## src/hdl/itbt_pkg.sv

```systemverilog
`default_nettype none
// ============================================================================
// itbt_pkg
// Shared types and constants for the integer-to-radix-text converter.
// ============================================================================
package itbt_pkg;

  // Item and result widths
  localparam int unsigned DataW   = 32;
  localparam int unsigned ChrW    = 8;
  localparam int unsigned RadixW  = 5;
  localparam int unsigned DigitW  = 4;
  localparam int unsigned StepW   = 2;
  // Product of a power (at most 2^31) and a radix (at most 16)
  localparam int unsigned ProdW   = DataW + DigitW;

  // Power table: one entry per digit position
  localparam int unsigned PowDepth = 32;
  localparam int unsigned IdxW     = $clog2(PowDepth);

  // Configuration port
  localparam int unsigned ApbAddrW = 5;
  localparam int unsigned ApbDataW = 64;
  localparam int unsigned RegIdxW  = ApbAddrW - 3;

  // Register indexes (byte address / 8)
  localparam logic [RegIdxW-1:0] REG_SYM_LO = 2'd0;
  localparam logic [RegIdxW-1:0] REG_SYM_HI = 2'd1;
  localparam logic [RegIdxW-1:0] REG_RADIX  = 2'd2;

  localparam logic [RadixW-1:0] RadixMin   = 5'd2;
  localparam logic [RadixW-1:0] RadixMax   = 5'd16;
  localparam logic [RadixW-1:0] RadixReset = 5'd2;

  localparam logic [ChrW-1:0] MinusSign = 8'h2D;

  // Controller states
  typedef enum logic [2:0] {
    ST_IDLE,
    ST_SEARCH,
    ST_SIGN,
    ST_LOAD,
    ST_DIV,
    ST_EMIT
  } state_e;

  // Controller to datapath
  typedef struct packed {
    logic load_item;
    logic search;
    logic emit_sign;
    logic ram_read;
    logic div_step;
    logic emit_digit;
  } cmd_t;

  // Datapath to controller
  typedef struct packed {
    logic grow;
    logic negative;
    logic div_done;
    logic idx_zero;
    logic out_free;
  } status_t;

  // Clamp the programmed radix to the supported range
  function automatic logic [RadixW-1:0] eff_radix(input logic [RadixW-1:0] r);
    logic [RadixW-1:0] res;
    res = r;
    if (r < RadixMin) begin
      res = RadixMin;
    end else if (r > RadixMax) begin
      res = RadixMax;
    end
    return res;
  endfunction

endpackage
`default_nettype wire

```

## src/hdl/itbt_ram.sv

```systemverilog
`default_nettype none
// ============================================================================
// itbt_ram
// Generic single-write, single-read RAM with registered read data.
// ============================================================================
module itbt_ram #(
  parameter int unsigned Width = 32,
  parameter int unsigned Depth = 32
) (
  input  wire logic                     clk_i,
  input  wire logic                     we_i,
  input  wire logic [$clog2(Depth)-1:0] waddr_i,
  input  wire logic [Width-1:0]         wdata_i,
  input  wire logic                     re_i,
  input  wire logic [$clog2(Depth)-1:0] raddr_i,
  output logic      [Width-1:0]         rdata_o
);

  logic [Width-1:0] mem_q [Depth];
  logic [Width-1:0] rdata_q;

  // Write port
  always_ff @(posedge clk_i) begin
    if (we_i) begin
      mem_q[waddr_i] <= wdata_i;
    end
  end

  // Registered read, held between reads
  always_ff @(posedge clk_i) begin
    if (re_i) begin
      rdata_q <= mem_q[raddr_i];
    end
  end

  assign rdata_o = rdata_q;

endmodule
`default_nettype wire

```

## src/hdl/itbt_regs.sv

```systemverilog
`default_nettype none
// ============================================================================
// itbt_regs
// Configuration registers: symbol alphabet and radix, on an APB-style port.
// ============================================================================
module itbt_regs (
  input  wire logic                          clk_i,
  input  wire logic                          rst_ni,
  input  wire logic                          psel,
  input  wire logic                          penable,
  input  wire logic                          pwrite,
  input  wire logic [itbt_pkg::ApbAddrW-1:0] paddr,
  input  wire logic [itbt_pkg::ApbDataW-1:0] pwdata,
  output logic      [itbt_pkg::ApbDataW-1:0] prdata,
  output logic                               pready,
  output logic      [2*itbt_pkg::ApbDataW-1:0] symbols_o,
  output logic      [itbt_pkg::RadixW-1:0]   radix_o
);
  import itbt_pkg::*;

  logic [ApbDataW-1:0] sym_lo_q;
  logic [ApbDataW-1:0] sym_hi_q;
  logic [RadixW-1:0]   radix_q;
  logic [RegIdxW-1:0]  reg_idx;
  logic                wr_en;

  assign pready  = 1'b1;
  assign reg_idx = paddr[ApbAddrW-1:3];
  assign wr_en   = psel && penable && pwrite;

  // Register writes; out-of-range indexes drop
  always_ff @(posedge clk_i or negedge rst_ni) begin
    if (!rst_ni) begin
      sym_lo_q <= '0;
      sym_hi_q <= '0;
      radix_q  <= RadixReset;
    end else if (wr_en) begin
      unique case (reg_idx)
        REG_SYM_LO: sym_lo_q <= pwdata;
        REG_SYM_HI: sym_hi_q <= pwdata;
        REG_RADIX:  radix_q  <= pwdata[RadixW-1:0];
        default: ;
      endcase
    end
  end

  // Readback
  always_comb begin
    unique case (reg_idx)
      REG_SYM_LO: prdata = sym_lo_q;
      REG_SYM_HI: prdata = sym_hi_q;
      REG_RADIX:  prdata = {{(ApbDataW-RadixW){1'b0}}, radix_q};
      default:    prdata = '0;
    endcase
  end

  assign symbols_o = {sym_hi_q, sym_lo_q};
  assign radix_o   = eff_radix(radix_q);

endmodule
`default_nettype wire

```

## src/hdl/itbt_ctrl.sv

```systemverilog
`default_nettype none
// ============================================================================
// itbt_ctrl
// Sequencer: power search, sign, then divide-and-emit per digit.
// ============================================================================
module itbt_ctrl (
  input  wire logic              clk_i,
  input  wire logic              rst_ni,
  input  wire logic              in_valid_i,
  output logic                   in_stall_o,
  input  wire itbt_pkg::status_t status_i,
  output itbt_pkg::cmd_t         cmd_o,
  output itbt_pkg::state_e       state_o
);
  import itbt_pkg::*;

  state_e state_q, state_d;

  // State register
  always_ff @(posedge clk_i or negedge rst_ni) begin
    if (!rst_ni) begin
      state_q <= ST_IDLE;
    end else begin
      state_q <= state_d;
    end
  end

  // Next state and commands
  always_comb begin
    state_d    = state_q;
    cmd_o      = '0;
    in_stall_o = 1'b1;
    unique case (state_q)
      ST_IDLE: begin
        in_stall_o = 1'b0;
        if (in_valid_i) begin
          cmd_o.load_item = 1'b1;
          state_d         = ST_SEARCH;
        end
      end
      ST_SEARCH: begin
        cmd_o.search = 1'b1;
        if (!status_i.grow) begin
          state_d = status_i.negative ? ST_SIGN : ST_LOAD;
        end
      end
      ST_SIGN: begin
        if (status_i.out_free) begin
          cmd_o.emit_sign = 1'b1;
          state_d         = ST_LOAD;
        end
      end
      ST_LOAD: begin
        cmd_o.ram_read = 1'b1;
        state_d        = ST_DIV;
      end
      ST_DIV: begin
        cmd_o.div_step = 1'b1;
        if (status_i.div_done) begin
          state_d = ST_EMIT;
        end
      end
      ST_EMIT: begin
        if (status_i.out_free) begin
          cmd_o.emit_digit = 1'b1;
          state_d          = status_i.idx_zero ? ST_IDLE : ST_LOAD;
        end
      end
      default: state_d = ST_IDLE;
    endcase
  end

  assign state_o = state_q;

endmodule
`default_nettype wire

```

## src/hdl/itbt_dp.sv

```systemverilog
`default_nettype none
// ============================================================================
// itbt_dp
// Datapath: magnitude, power table, 4-step restoring digit divide, output
// register.
// ============================================================================
module itbt_dp (
  input  wire logic                            clk_i,
  input  wire logic                            rst_ni,
  input  wire logic [itbt_pkg::DataW-1:0]      value_i,
  input  wire logic [2*itbt_pkg::ApbDataW-1:0] symbols_i,
  input  wire logic [itbt_pkg::RadixW-1:0]     radix_i,
  input  wire itbt_pkg::cmd_t                  cmd_i,
  output itbt_pkg::status_t                    status_o,
  output logic                                 out_valid_o,
  input  wire logic                            out_stall_i,
  output logic      [itbt_pkg::ChrW-1:0]       character_o,
  output logic                                 last_o
);
  import itbt_pkg::*;

  logic [DataW-1:0]  mag_q, mag_d;
  logic              neg_q;
  logic [DataW-1:0]  power_q;
  logic [IdxW-1:0]   idx_q;
  logic [StepW-1:0]  step_q;
  logic [DigitW-1:0] digit_q;
  logic              out_valid_q;
  logic [ChrW-1:0]   char_q;
  logic              last_q;

  logic [ProdW-1:0]  prod;
  logic              grow;
  logic [DataW-1:0]  pw_rd;
  logic [ProdW-1:0]  trial;
  logic              fits;
  logic              out_free;
  logic [ChrW-1:0]   sym;

  // Next power candidate
  assign prod = ProdW'(power_q) * ProdW'(radix_i);
  assign grow = prod <= ProdW'(mag_q);

  // Power table, filled on the way up and read on the way down
  itbt_ram #(
    .Width (DataW),
    .Depth (PowDepth)
  ) u_pow_ram (
    .clk_i   (clk_i),
    .we_i    (cmd_i.search),
    .waddr_i (idx_q),
    .wdata_i (power_q),
    .re_i    (cmd_i.ram_read),
    .raddr_i (idx_q),
    .rdata_o (pw_rd)
  );

  // One quotient bit per step
  assign trial = ProdW'(pw_rd) << step_q;
  assign fits  = ProdW'(mag_q) >= trial;
  assign mag_d = mag_q - trial[DataW-1:0];

  // Magnitude, sign, power, index
  always_ff @(posedge clk_i) begin
    if (cmd_i.load_item) begin
      neg_q   <= value_i[DataW-1];
      mag_q   <= value_i[DataW-1] ? (~value_i + DataW'(1)) : value_i;
      power_q <= DataW'(1);
      idx_q   <= '0;
    end else if (cmd_i.search && grow) begin
      power_q <= prod[DataW-1:0];
      idx_q   <= idx_q + IdxW'(1);
    end else if (cmd_i.div_step && fits) begin
      mag_q <= mag_d;
    end else if (cmd_i.emit_digit && idx_q != '0) begin
      idx_q <= idx_q - IdxW'(1);
    end
  end

  // Divide step counter and quotient digit
  always_ff @(posedge clk_i) begin
    if (cmd_i.ram_read) begin
      step_q  <= '1;
      digit_q <= '0;
    end else if (cmd_i.div_step) begin
      digit_q[step_q] <= fits;
      step_q          <= step_q - StepW'(1);
    end
  end

  // Symbol lookup
  assign sym = symbols_i[{digit_q, 3'b000} +: ChrW];

  // Output register
  assign out_free = !out_valid_q || !out_stall_i;

  always_ff @(posedge clk_i or negedge rst_ni) begin
    if (!rst_ni) begin
      out_valid_q <= 1'b0;
    end else if (cmd_i.emit_sign || cmd_i.emit_digit) begin
      out_valid_q <= 1'b1;
    end else if (!out_stall_i) begin
      out_valid_q <= 1'b0;
    end
  end

  always_ff @(posedge clk_i) begin
    if (cmd_i.emit_sign) begin
      char_q <= MinusSign;
      last_q <= 1'b0;
    end else if (cmd_i.emit_digit) begin
      char_q <= sym;
      last_q <= (idx_q == '0);
    end
  end

  assign status_o.grow     = grow;
  assign status_o.negative = neg_q;
  assign status_o.div_done = (step_q == '0);
  assign status_o.idx_zero = (idx_q == '0);
  assign status_o.out_free = out_free;

  assign out_valid_o = out_valid_q;
  assign character_o = char_q;
  assign last_o      = last_q;

endmodule
`default_nettype wire

```

## src/hdl/integer_to_base_n_text.sv

```systemverilog
`default_nettype none
// ============================================================================
// integer_to_base_n_text
// Signed 32-bit integer to text in a programmable radix, one character per
// output transfer.
// ============================================================================
// One value is taken at a time. For each value the block takes the input
// transfer, grows the power of the radix (one narrow multiply a cycle, each
// power saved to a 32-entry table), emits a leading minus sign if the value
// is negative, then for each digit does a table read, four restoring divide
// steps (one quotient bit each) and the output register load. The sign and
// each digit wait while the output is stalled. Symbols come from the two
// 64-bit alphabet registers; a radix outside 2..16 is clamped to the nearest
// end.
module integer_to_base_n_text (
  input  wire logic                          clk_i,
  input  wire logic                          rst_ni,
  // Input channel
  input  wire logic                          in_valid_i,
  output logic                               in_stall_o,
  input  wire logic [itbt_pkg::DataW-1:0]    value_i,
  // Output channel
  output logic                               out_valid_o,
  input  wire logic                          out_stall_i,
  output logic      [itbt_pkg::ChrW-1:0]     character_o,
  output logic                               last_o,
  // Configuration
  input  wire logic                          psel,
  input  wire logic                          penable,
  input  wire logic                          pwrite,
  input  wire logic [itbt_pkg::ApbAddrW-1:0] paddr,
  input  wire logic [itbt_pkg::ApbDataW-1:0] pwdata,
  output logic      [itbt_pkg::ApbDataW-1:0] prdata,
  output logic                               pready
);
  import itbt_pkg::*;

  logic [2*ApbDataW-1:0] symbols;
  logic [RadixW-1:0]     radix;
  cmd_t                  cmd;
  status_t               status;
  state_e                state;

  // Configuration registers
  itbt_regs u_regs (
    .clk_i     (clk_i),
    .rst_ni    (rst_ni),
    .psel      (psel),
    .penable   (penable),
    .pwrite    (pwrite),
    .paddr     (paddr),
    .pwdata    (pwdata),
    .prdata    (prdata),
    .pready    (pready),
    .symbols_o (symbols),
    .radix_o   (radix)
  );

  // Sequencer
  itbt_ctrl u_ctrl (
    .clk_i      (clk_i),
    .rst_ni     (rst_ni),
    .in_valid_i (in_valid_i),
    .in_stall_o (in_stall_o),
    .status_i   (status),
    .cmd_o      (cmd),
    .state_o    (state)
  );

  // Datapath
  itbt_dp u_dp (
    .clk_i       (clk_i),
    .rst_ni      (rst_ni),
    .value_i     (value_i),
    .symbols_i   (symbols),
    .radix_i     (radix),
    .cmd_i       (cmd),
    .status_o    (status),
    .out_valid_o (out_valid_o),
    .out_stall_i (out_stall_i),
    .character_o (character_o),
    .last_o      (last_o)
  );

  // An accepted value always starts the power search
  a_accept_search: assert property (@(posedge clk_i) disable iff (!rst_ni)
    in_valid_i && !in_stall_o |=> state == ST_SEARCH)
    else $error("accepted value did not start power search");

  // A digit waits in place while the output register is occupied
  a_emit_hold: assert property (@(posedge clk_i) disable iff (!rst_ni)
    state == ST_EMIT && !status.out_free |=> state == ST_EMIT)
    else $error("digit left emit state while output busy");

  // The search ends in the sign or the first digit read
  a_search_exit: assert property (@(posedge clk_i) disable iff (!rst_ni)
    state == ST_SEARCH && !status.grow |=> state == ST_SIGN || state == ST_LOAD)
    else $error("power search ended in wrong state");

  // No new value while the controller is busy
  a_busy_stall: assert property (@(posedge clk_i) disable iff (!rst_ni)
    state != ST_IDLE |-> in_stall_o)
    else $error("input not stalled while busy");

endmodule
`default_nettype wire
```

## config.mk

```make
export PLATFORM = sky130hd
export DESIGN_NAME = integer_to_base_n_text
export DESIGN_NICKNAME = d
export VERILOG_FILES = /design/src/hdl/itbt_pkg.sv /design/src/hdl/itbt_ram.sv /design/src/hdl/itbt_regs.sv /design/src/hdl/itbt_ctrl.sv /design/src/hdl/itbt_dp.sv /design/src/hdl/integer_to_base_n_text.sv
export SDC_FILE = /design/constraint.sdc
export NUM_CORES = 2
export LEC_CHECK = 0
export ABC_AREA = 1
export ABC_CLOCK_PERIOD_IN_PS = 10900
export BUFFER_PORTS_ARGS = -buffer_cell sky130_fd_sc_hd__buf_2
export CAP_MARGIN = 10
export CORE_ASPECT_RATIO = 1.5
export CORE_MARGIN = 4
export CORE_UTILIZATION = 55
export DETAILED_ROUTE_END_ITERATION = 10
export PLACE_DENSITY = 0.72
export SYNTH_ARGS = -nofsm -noshare
export SYNTH_HDL_FRONTEND = slang
export SYNTH_SLANG_ARGS = --single-unit
```

## constraint.sdc

```tcl
create_clock -name clk_i -period 10.9 [get_ports clk_i]
set_input_delay 0.545 -clock clk_i [delete_from_list [all_inputs] [get_ports clk_i]]
set_output_delay 0.545 -clock clk_i [all_outputs]
set_load 0.02 [all_outputs]
```

After elaboration in Yosys (flattened, before gate mapping):

Memory sizes are Yosys's and may differ from the RTL's. A register that Yosys moved wholly into a read port is not among the register bits.
Cells that the tools add are included.
W data, S select, Z words.

* add/subtract/negate cells: 5
* $mul: 1
* order comparisons: 6
* equal/unequal tests: 15
* shifts and indexed selects: 2
* mux-type cells: 34
* bitwise operators: 1
* reduce and logical (&&, ||, !) cells: 23

Operators with widths (count)
* $pmux W64 S3: 1
* $mux W32: 4
* $shiftx A128 B8 Y8: 1
* $ge A32 B36 Y1: 1
* $le A36 B32 Y1: 1
* $mul A32 B5 Y36: 1
* $shl A32 B2 Y36: 1
* $add A32 B1 Y32 const B: 1
* $not A32 Y32: 1
* $sub A32 B32 Y32: 1
* $mux W5: 5
* $pmux W3 S6: 1
* $mux W1: 15
* $mux W3: 5
* $reduce_and A2 Y1: 5
* $ne A2 B1 Y1 const B: 4
* $ne A2 B2 Y1 const B: 4
* $eq A3 B2 Y1 const B: 2
* $eq A3 B3 Y1 const B: 2
* $logic_and A1 B1 Y1: 6
* $add A5 B1 Y5 const B: 1
* $gt A5 B5 Y1 const B: 1
* $logic_not A5 Y1: 1
* $lt A5 B2 Y1 const B: 1
* other kinds (17): 21

* flip-flop bits (word level): 222
* memory bits (writable): 1024
* bits of input ports: 108
* output and inout port bits: 76
* word-level logic and storage cells: 101
* memories: 1

Memory list
* u_dp.u_pow_ram.mem_q: depth 32, width 32, read ports 1, clocked after Yosys merged registers in 1, wr ports 1, line itbt_ram.sv:19 `logic [Width-1:0] mem_q [Depth];`

Logic depth before layout (Yosys ltp):

* word-level depth: 8
* depth in mapped cells: 46
* mapped depth without buffers: 42

Modules after synthesis:

Synthesis repeated with hierarchy kept, for this count alone.

* cell total of the unflattened synthesis: 6555
* area total of the unflattened synthesis: 62951.6 um^2

By module, submodules not included
* itbt_ram: times used 1, cells each 3536, area each 42726.0 um^2, seq. area each 31710.4 um^2
* itbt_dp: times used 1, cells each 2167, area each 13803.2 um^2, seq. area each 2057.0 um^2
* itbt_regs: times used 1, cells each 800, area each 6084.6 um^2, seq. area each 3329.4 um^2
* itbt_ctrl: times used 1, cells each 52, area each 337.8 um^2, seq. area each 75.1 um^2

Worst setup path before layout:

OpenSTA, ideal clock, no wires.

* path kind: register to register
* from: register u_regs.radix_q[4]
* to: register u_dp.idx_q[4]
* library setup time: 0.115 ns
* data arrival time: 6.240 ns
* required time: 10.785 ns
* path slack: 4.546 ns
* cell stages (with the launch flop): 42
* path buffers: 4
* period minus slack after synthesis: 6.354 ns
* cells stage by stage: dfrtp_1 -> buf_2 -> inv_1 -> nand2_1 -> inv_1 -> clkbuf_1 -> nand2_1 -> fa_1 -> inv_1 -> fa_1 -> inv_1 -> fa_1 -> inv_1 -> ha_1 -> nand2_1 -> inv_1 -> nand2_1 -> nand2_1 -> [... 6 more ...] -> ha_1 -> nand2_1 -> nor2_1 -> a211oi_1 -> nand2_1 -> nand2_1 -> nand4_2 -> buf_6 -> buf_6 -> ha_1 -> inv_1 -> o21bai_1 -> a31oi_1 -> inv_1 -> nand4_1 -> nand3_1 -> nand2_1 -> nor2_1

* cells in the longest elaborated chain, start to end: 8
* elaborated cells between the ends (all ways): 11
* those cells by class: mul: 1; order compare: 3; eq/ne: 1; mux: 3; reduce/logical: 3

RTL lines
* start, declared: line itbt_regs.sv:23 `logic [RadixW-1:0] radix_q;`
* start signal, assigned: line itbt_regs.sv:36 `radix_q <= RadixReset;`
* start signal, assigned: line itbt_regs.sv:41 `REG_RADIX: radix_q <= pwdata[RadixW-1:0];`
* $gt A5 B5 Y1: line itbt_pkg.sv:72 `end else if (r > RadixMax) begin`
* $mux W5: line itbt_pkg.sv:72
* $mux W5 *: line itbt_pkg.sv:70 `if (r < RadixMin) begin`
* $mul A32 B5 Y36 *: line itbt_dp.sv:41 `assign prod = ProdW'(power_q) * ProdW'(radix_i);`
* net u_dp.prod[30]: line itbt_dp.sv:32 `logic [ProdW-1:0] prod;`
* $le A36 B32 Y1 *: line itbt_dp.sv:42 `assign grow = prod <= ProdW'(mag_q);`
* $logic_and A1 B1 Y1 *: line itbt_dp.sv:70 `end else if (cmd_i.search && grow) begin`
* $ne A2 B1 Y1 (no source line) or $reduce_bool A2 Y1 (tied branches)
* $reduce_and A2 Y1 (no source line)
* end signal, assigned: line itbt_dp.sv:72 `idx_q <= idx_q + IdxW'(1);`
* end signal, assigned: line itbt_dp.sv:76 `idx_q <= idx_q - IdxW'(1);`
* end, declared: line itbt_dp.sv:25 `logic [IdxW-1:0] idx_q;`

Mark *: on every way through the listed nets, which the timed path passes. The rest lies on a longest branch.
A chain may end at the register's enable or synchronous reset.

Worst setup path after layout:

Ends and elaborated chain as after synthesis.

==> out/summary.txt <==
outcome: completed
CP peak stage delay: 0.77 ns
GRT overflow: 0
max-cap check violation count: 0
most frequent cells in the layout: edfxtp_1 (1089), nand2_1 (763), a22oi_1 (513)
Worst Tran Pin Value: 1.26 ns
peak supply drop: 0.202 mV
Total GRT Usage: 30.9%
commonest non-fill, non-tap cell in the layout: edfxtp_1
area share of the largest cell type after synthesis: 56.5%
layout cells sized above 1: 11.1%
ys async rst share: 10.7%
# port buffers: 179
pwr dens: 283 mW/mm²
initial antenna violation count: 12
crit path DAT: 8.91 ns
endpoints failing hold: 0
final wirelength: 174000 µm
post-synthesis cell count: 4981
Worst EP required: 11.53 ns
DIE WIDTH: 273 µm
die height: 405 µm
Syn Nets: 5296
die area: 0.111 mm²
Synth area leader: edfxtp_1
ranking of synthesized cells by area: edfxtp_1 (56%), a22oi_1 (6.7%), dfrtp_1 (5.9%)
crit path max-delay cell type: inv_1
routed length per instance: 26.3 µm
first-pass GRT wire length: 253000 µm
FF-to-FF setup slack: 2.61 ns
Setup TNS Final: 0 ns
Slew Limit Fails: 0
Leakage: 24.9 nW
routed vias: 41142
Setup Crit Path Kind: reg2reg
CTS buffer count: 112
Final ANT Viol Nets: 0
H-tree depth: 3
DPL Wire Length: 111000 µm
DR DRC count: 0
nets: 5443
Seq/Total Area, Yosys: 64.2%
clk_skew: 0.0640 ns
Hold/Removal Path Class: in2reg
CP Max Fanout: 36
period utilization: 76.0%
CTS Sinks: 1278
number of global-route vias before repair: 39710
Yosys reg bits: 1278
DRT iter0 DRCs: 4888
Post-Syn Area: 0.0579 mm²
final setup fails: 0
top_reg_cell synth: edfxtp_1
CTS clk-pin slew, worst paths: 0.07 ns
IO Count: 184
row cnt: 145
initial core utilization: 55.5%
Final min period: 8.29 ns
Post-synth EDFFs: 1089
Worst path most repeated cell: inv_1
largest net degree at the start of global routing: 124
Core ar.: 0.104 mm²
overall power: 18.3 mW
Setup crit start kind: flop
GP Congestion: 0.983
routed vias/inst: 6.21
crit end category: flop
router iterations before antenna repair: 7
final core occ: 62.0%
synth unique cells: 62
syn_area_per_cell: 11.6 µm²
RSZ-0062 raised after global routing: no
P&R area growth vs syn: 11.6%
CTS tree: yes
FMAX: 121 MHz
CTS root buf: clkbuf_16
CTS Buffer Depth: 3
Worst-Skew Late Latency: 0.74 ns
Max-slew headroom: 15.8%
synth warn: 0
[stage by stage]
stage / cells / hold slack [ns] / setup slack (ns) / area, µm²
finish: 6625 / 0.0775 / 2.61 / 64600
CTS: 6611 / 0.0409 / 2.63 / 64400
global route: 6620 / 0.0703 / 1.98 / 64600
floorplan: 4981 / 0.249 / 4.55 / 57900
global placement: 6402 / 0.458 / 2.72 / 60600
detailed placement: 6402 / 0.466 / 2.66 / 60600
[power by group]
part	leakage (nW)	switching [mW]	internal, mW	total (mW)
logic	10.9	5.07	2.18	7.24
registers	12.1	0.497	6.43	6.92
clock network	1.83	1.81	2.31	4.12
total	24.9	7.38	10.9	18.3
[flip-flops by register name, summed over array words and instances, names as in the netlist, 5 cells and up]
register and cells:
u_regs.radix_q 5, u_dp.character_o 8, u_dp.u_pow_ram.rdata_o 32, u_dp.power_q 32, u_regs.sym_lo_q 64, u_dp.mag_q 32, u_regs.sym_hi_q 64, u_dp.u_pow_ram.mem_q 1024
u_dp.idx_q 5
[synth_stat cells (all sizes together), types with 9 or more instances]
cell type	n
nand3	83
dfrtp	136
a22oi	513
clkinv	10
nand2	775
nor4b	9
xor2	20
a21oi	392
inv	482
clkbuf	203
o21ai	353
ha	116
or2	35
a22o	41
xnor2	24
a31oi	14
fa	91
o211ai	20
nor4	30
buf	47
a211oi	10
dfxtp	52
nand4	18
o22ai	27
nor2	292
edfxtp	1089
o21bai	9
nor3	44
[final timing paths]
kind,start,end,depth (start not counted)
worst max-delay path,u_regs.radix_q[4],u_dp.idx_q[4],36
worst min-delay path,pwdata[63],u_regs.sym_hi_q[63],3
worst max register to register,u_regs.radix_q[4],u_dp.idx_q[4],36
worst min register to register,u_regs.sym_hi_q[63],u_regs.sym_hi_q[63],2
max in group asynchronous,rst_ni,u_ctrl.state_o[1],3
min in group asynchronous,rst_ni,u_regs.sym_hi_q[47],2
[kinds of logic after synthesis]
kind of cell	after synthesis	share of synthesized area, %
mux	2	0.0346
buf+inv	742	4.93
flops	1278	64.2
simple gates	1299	9.35
other cells	1	0.00648
fa+ha+maj	207	5.65
xor+xnor	44	0.665
compound gates	1408	15.2
[what timing repair did]
item / 4_1_cts / 5_1_grt
endpoints found under the hold margin: 82 / 0
buffers inserted: 0 / 0
hold buffers: 1 / 0
gates resized for setup: 0 / 0
[metal layers]
layer	part of all wire, %	GRT usage [%]
met4	6.9	18.5
met5	0.016	0
met1	35	37.0
met2	50	53.2
met3	8.2	4.70
[area by class of cell]
type                       count  area, µm²
tap                         1396       1750
sequential                  1278      37200
clock buffer                 129       2880
fill                        7988      39700
timing repair buffer         283       1840
inverter                     492       1860
multi-input combinational   2961      18200
clock inverter                79        935
antenna                        7       17.5
[worst max-delay path: cells and delay by family (launching register included)]
family	cells	cell delay [ns]
adders and majority gates	6	2.50
buffers and inverters	8	1.50
AOI/OAI and AO/OA	5	0.97
and+or+nand+nor	16	2.61
DFF	1	0.36
xor gates and xnor gates	1	0.19
(Power assumes the default switching activity.)
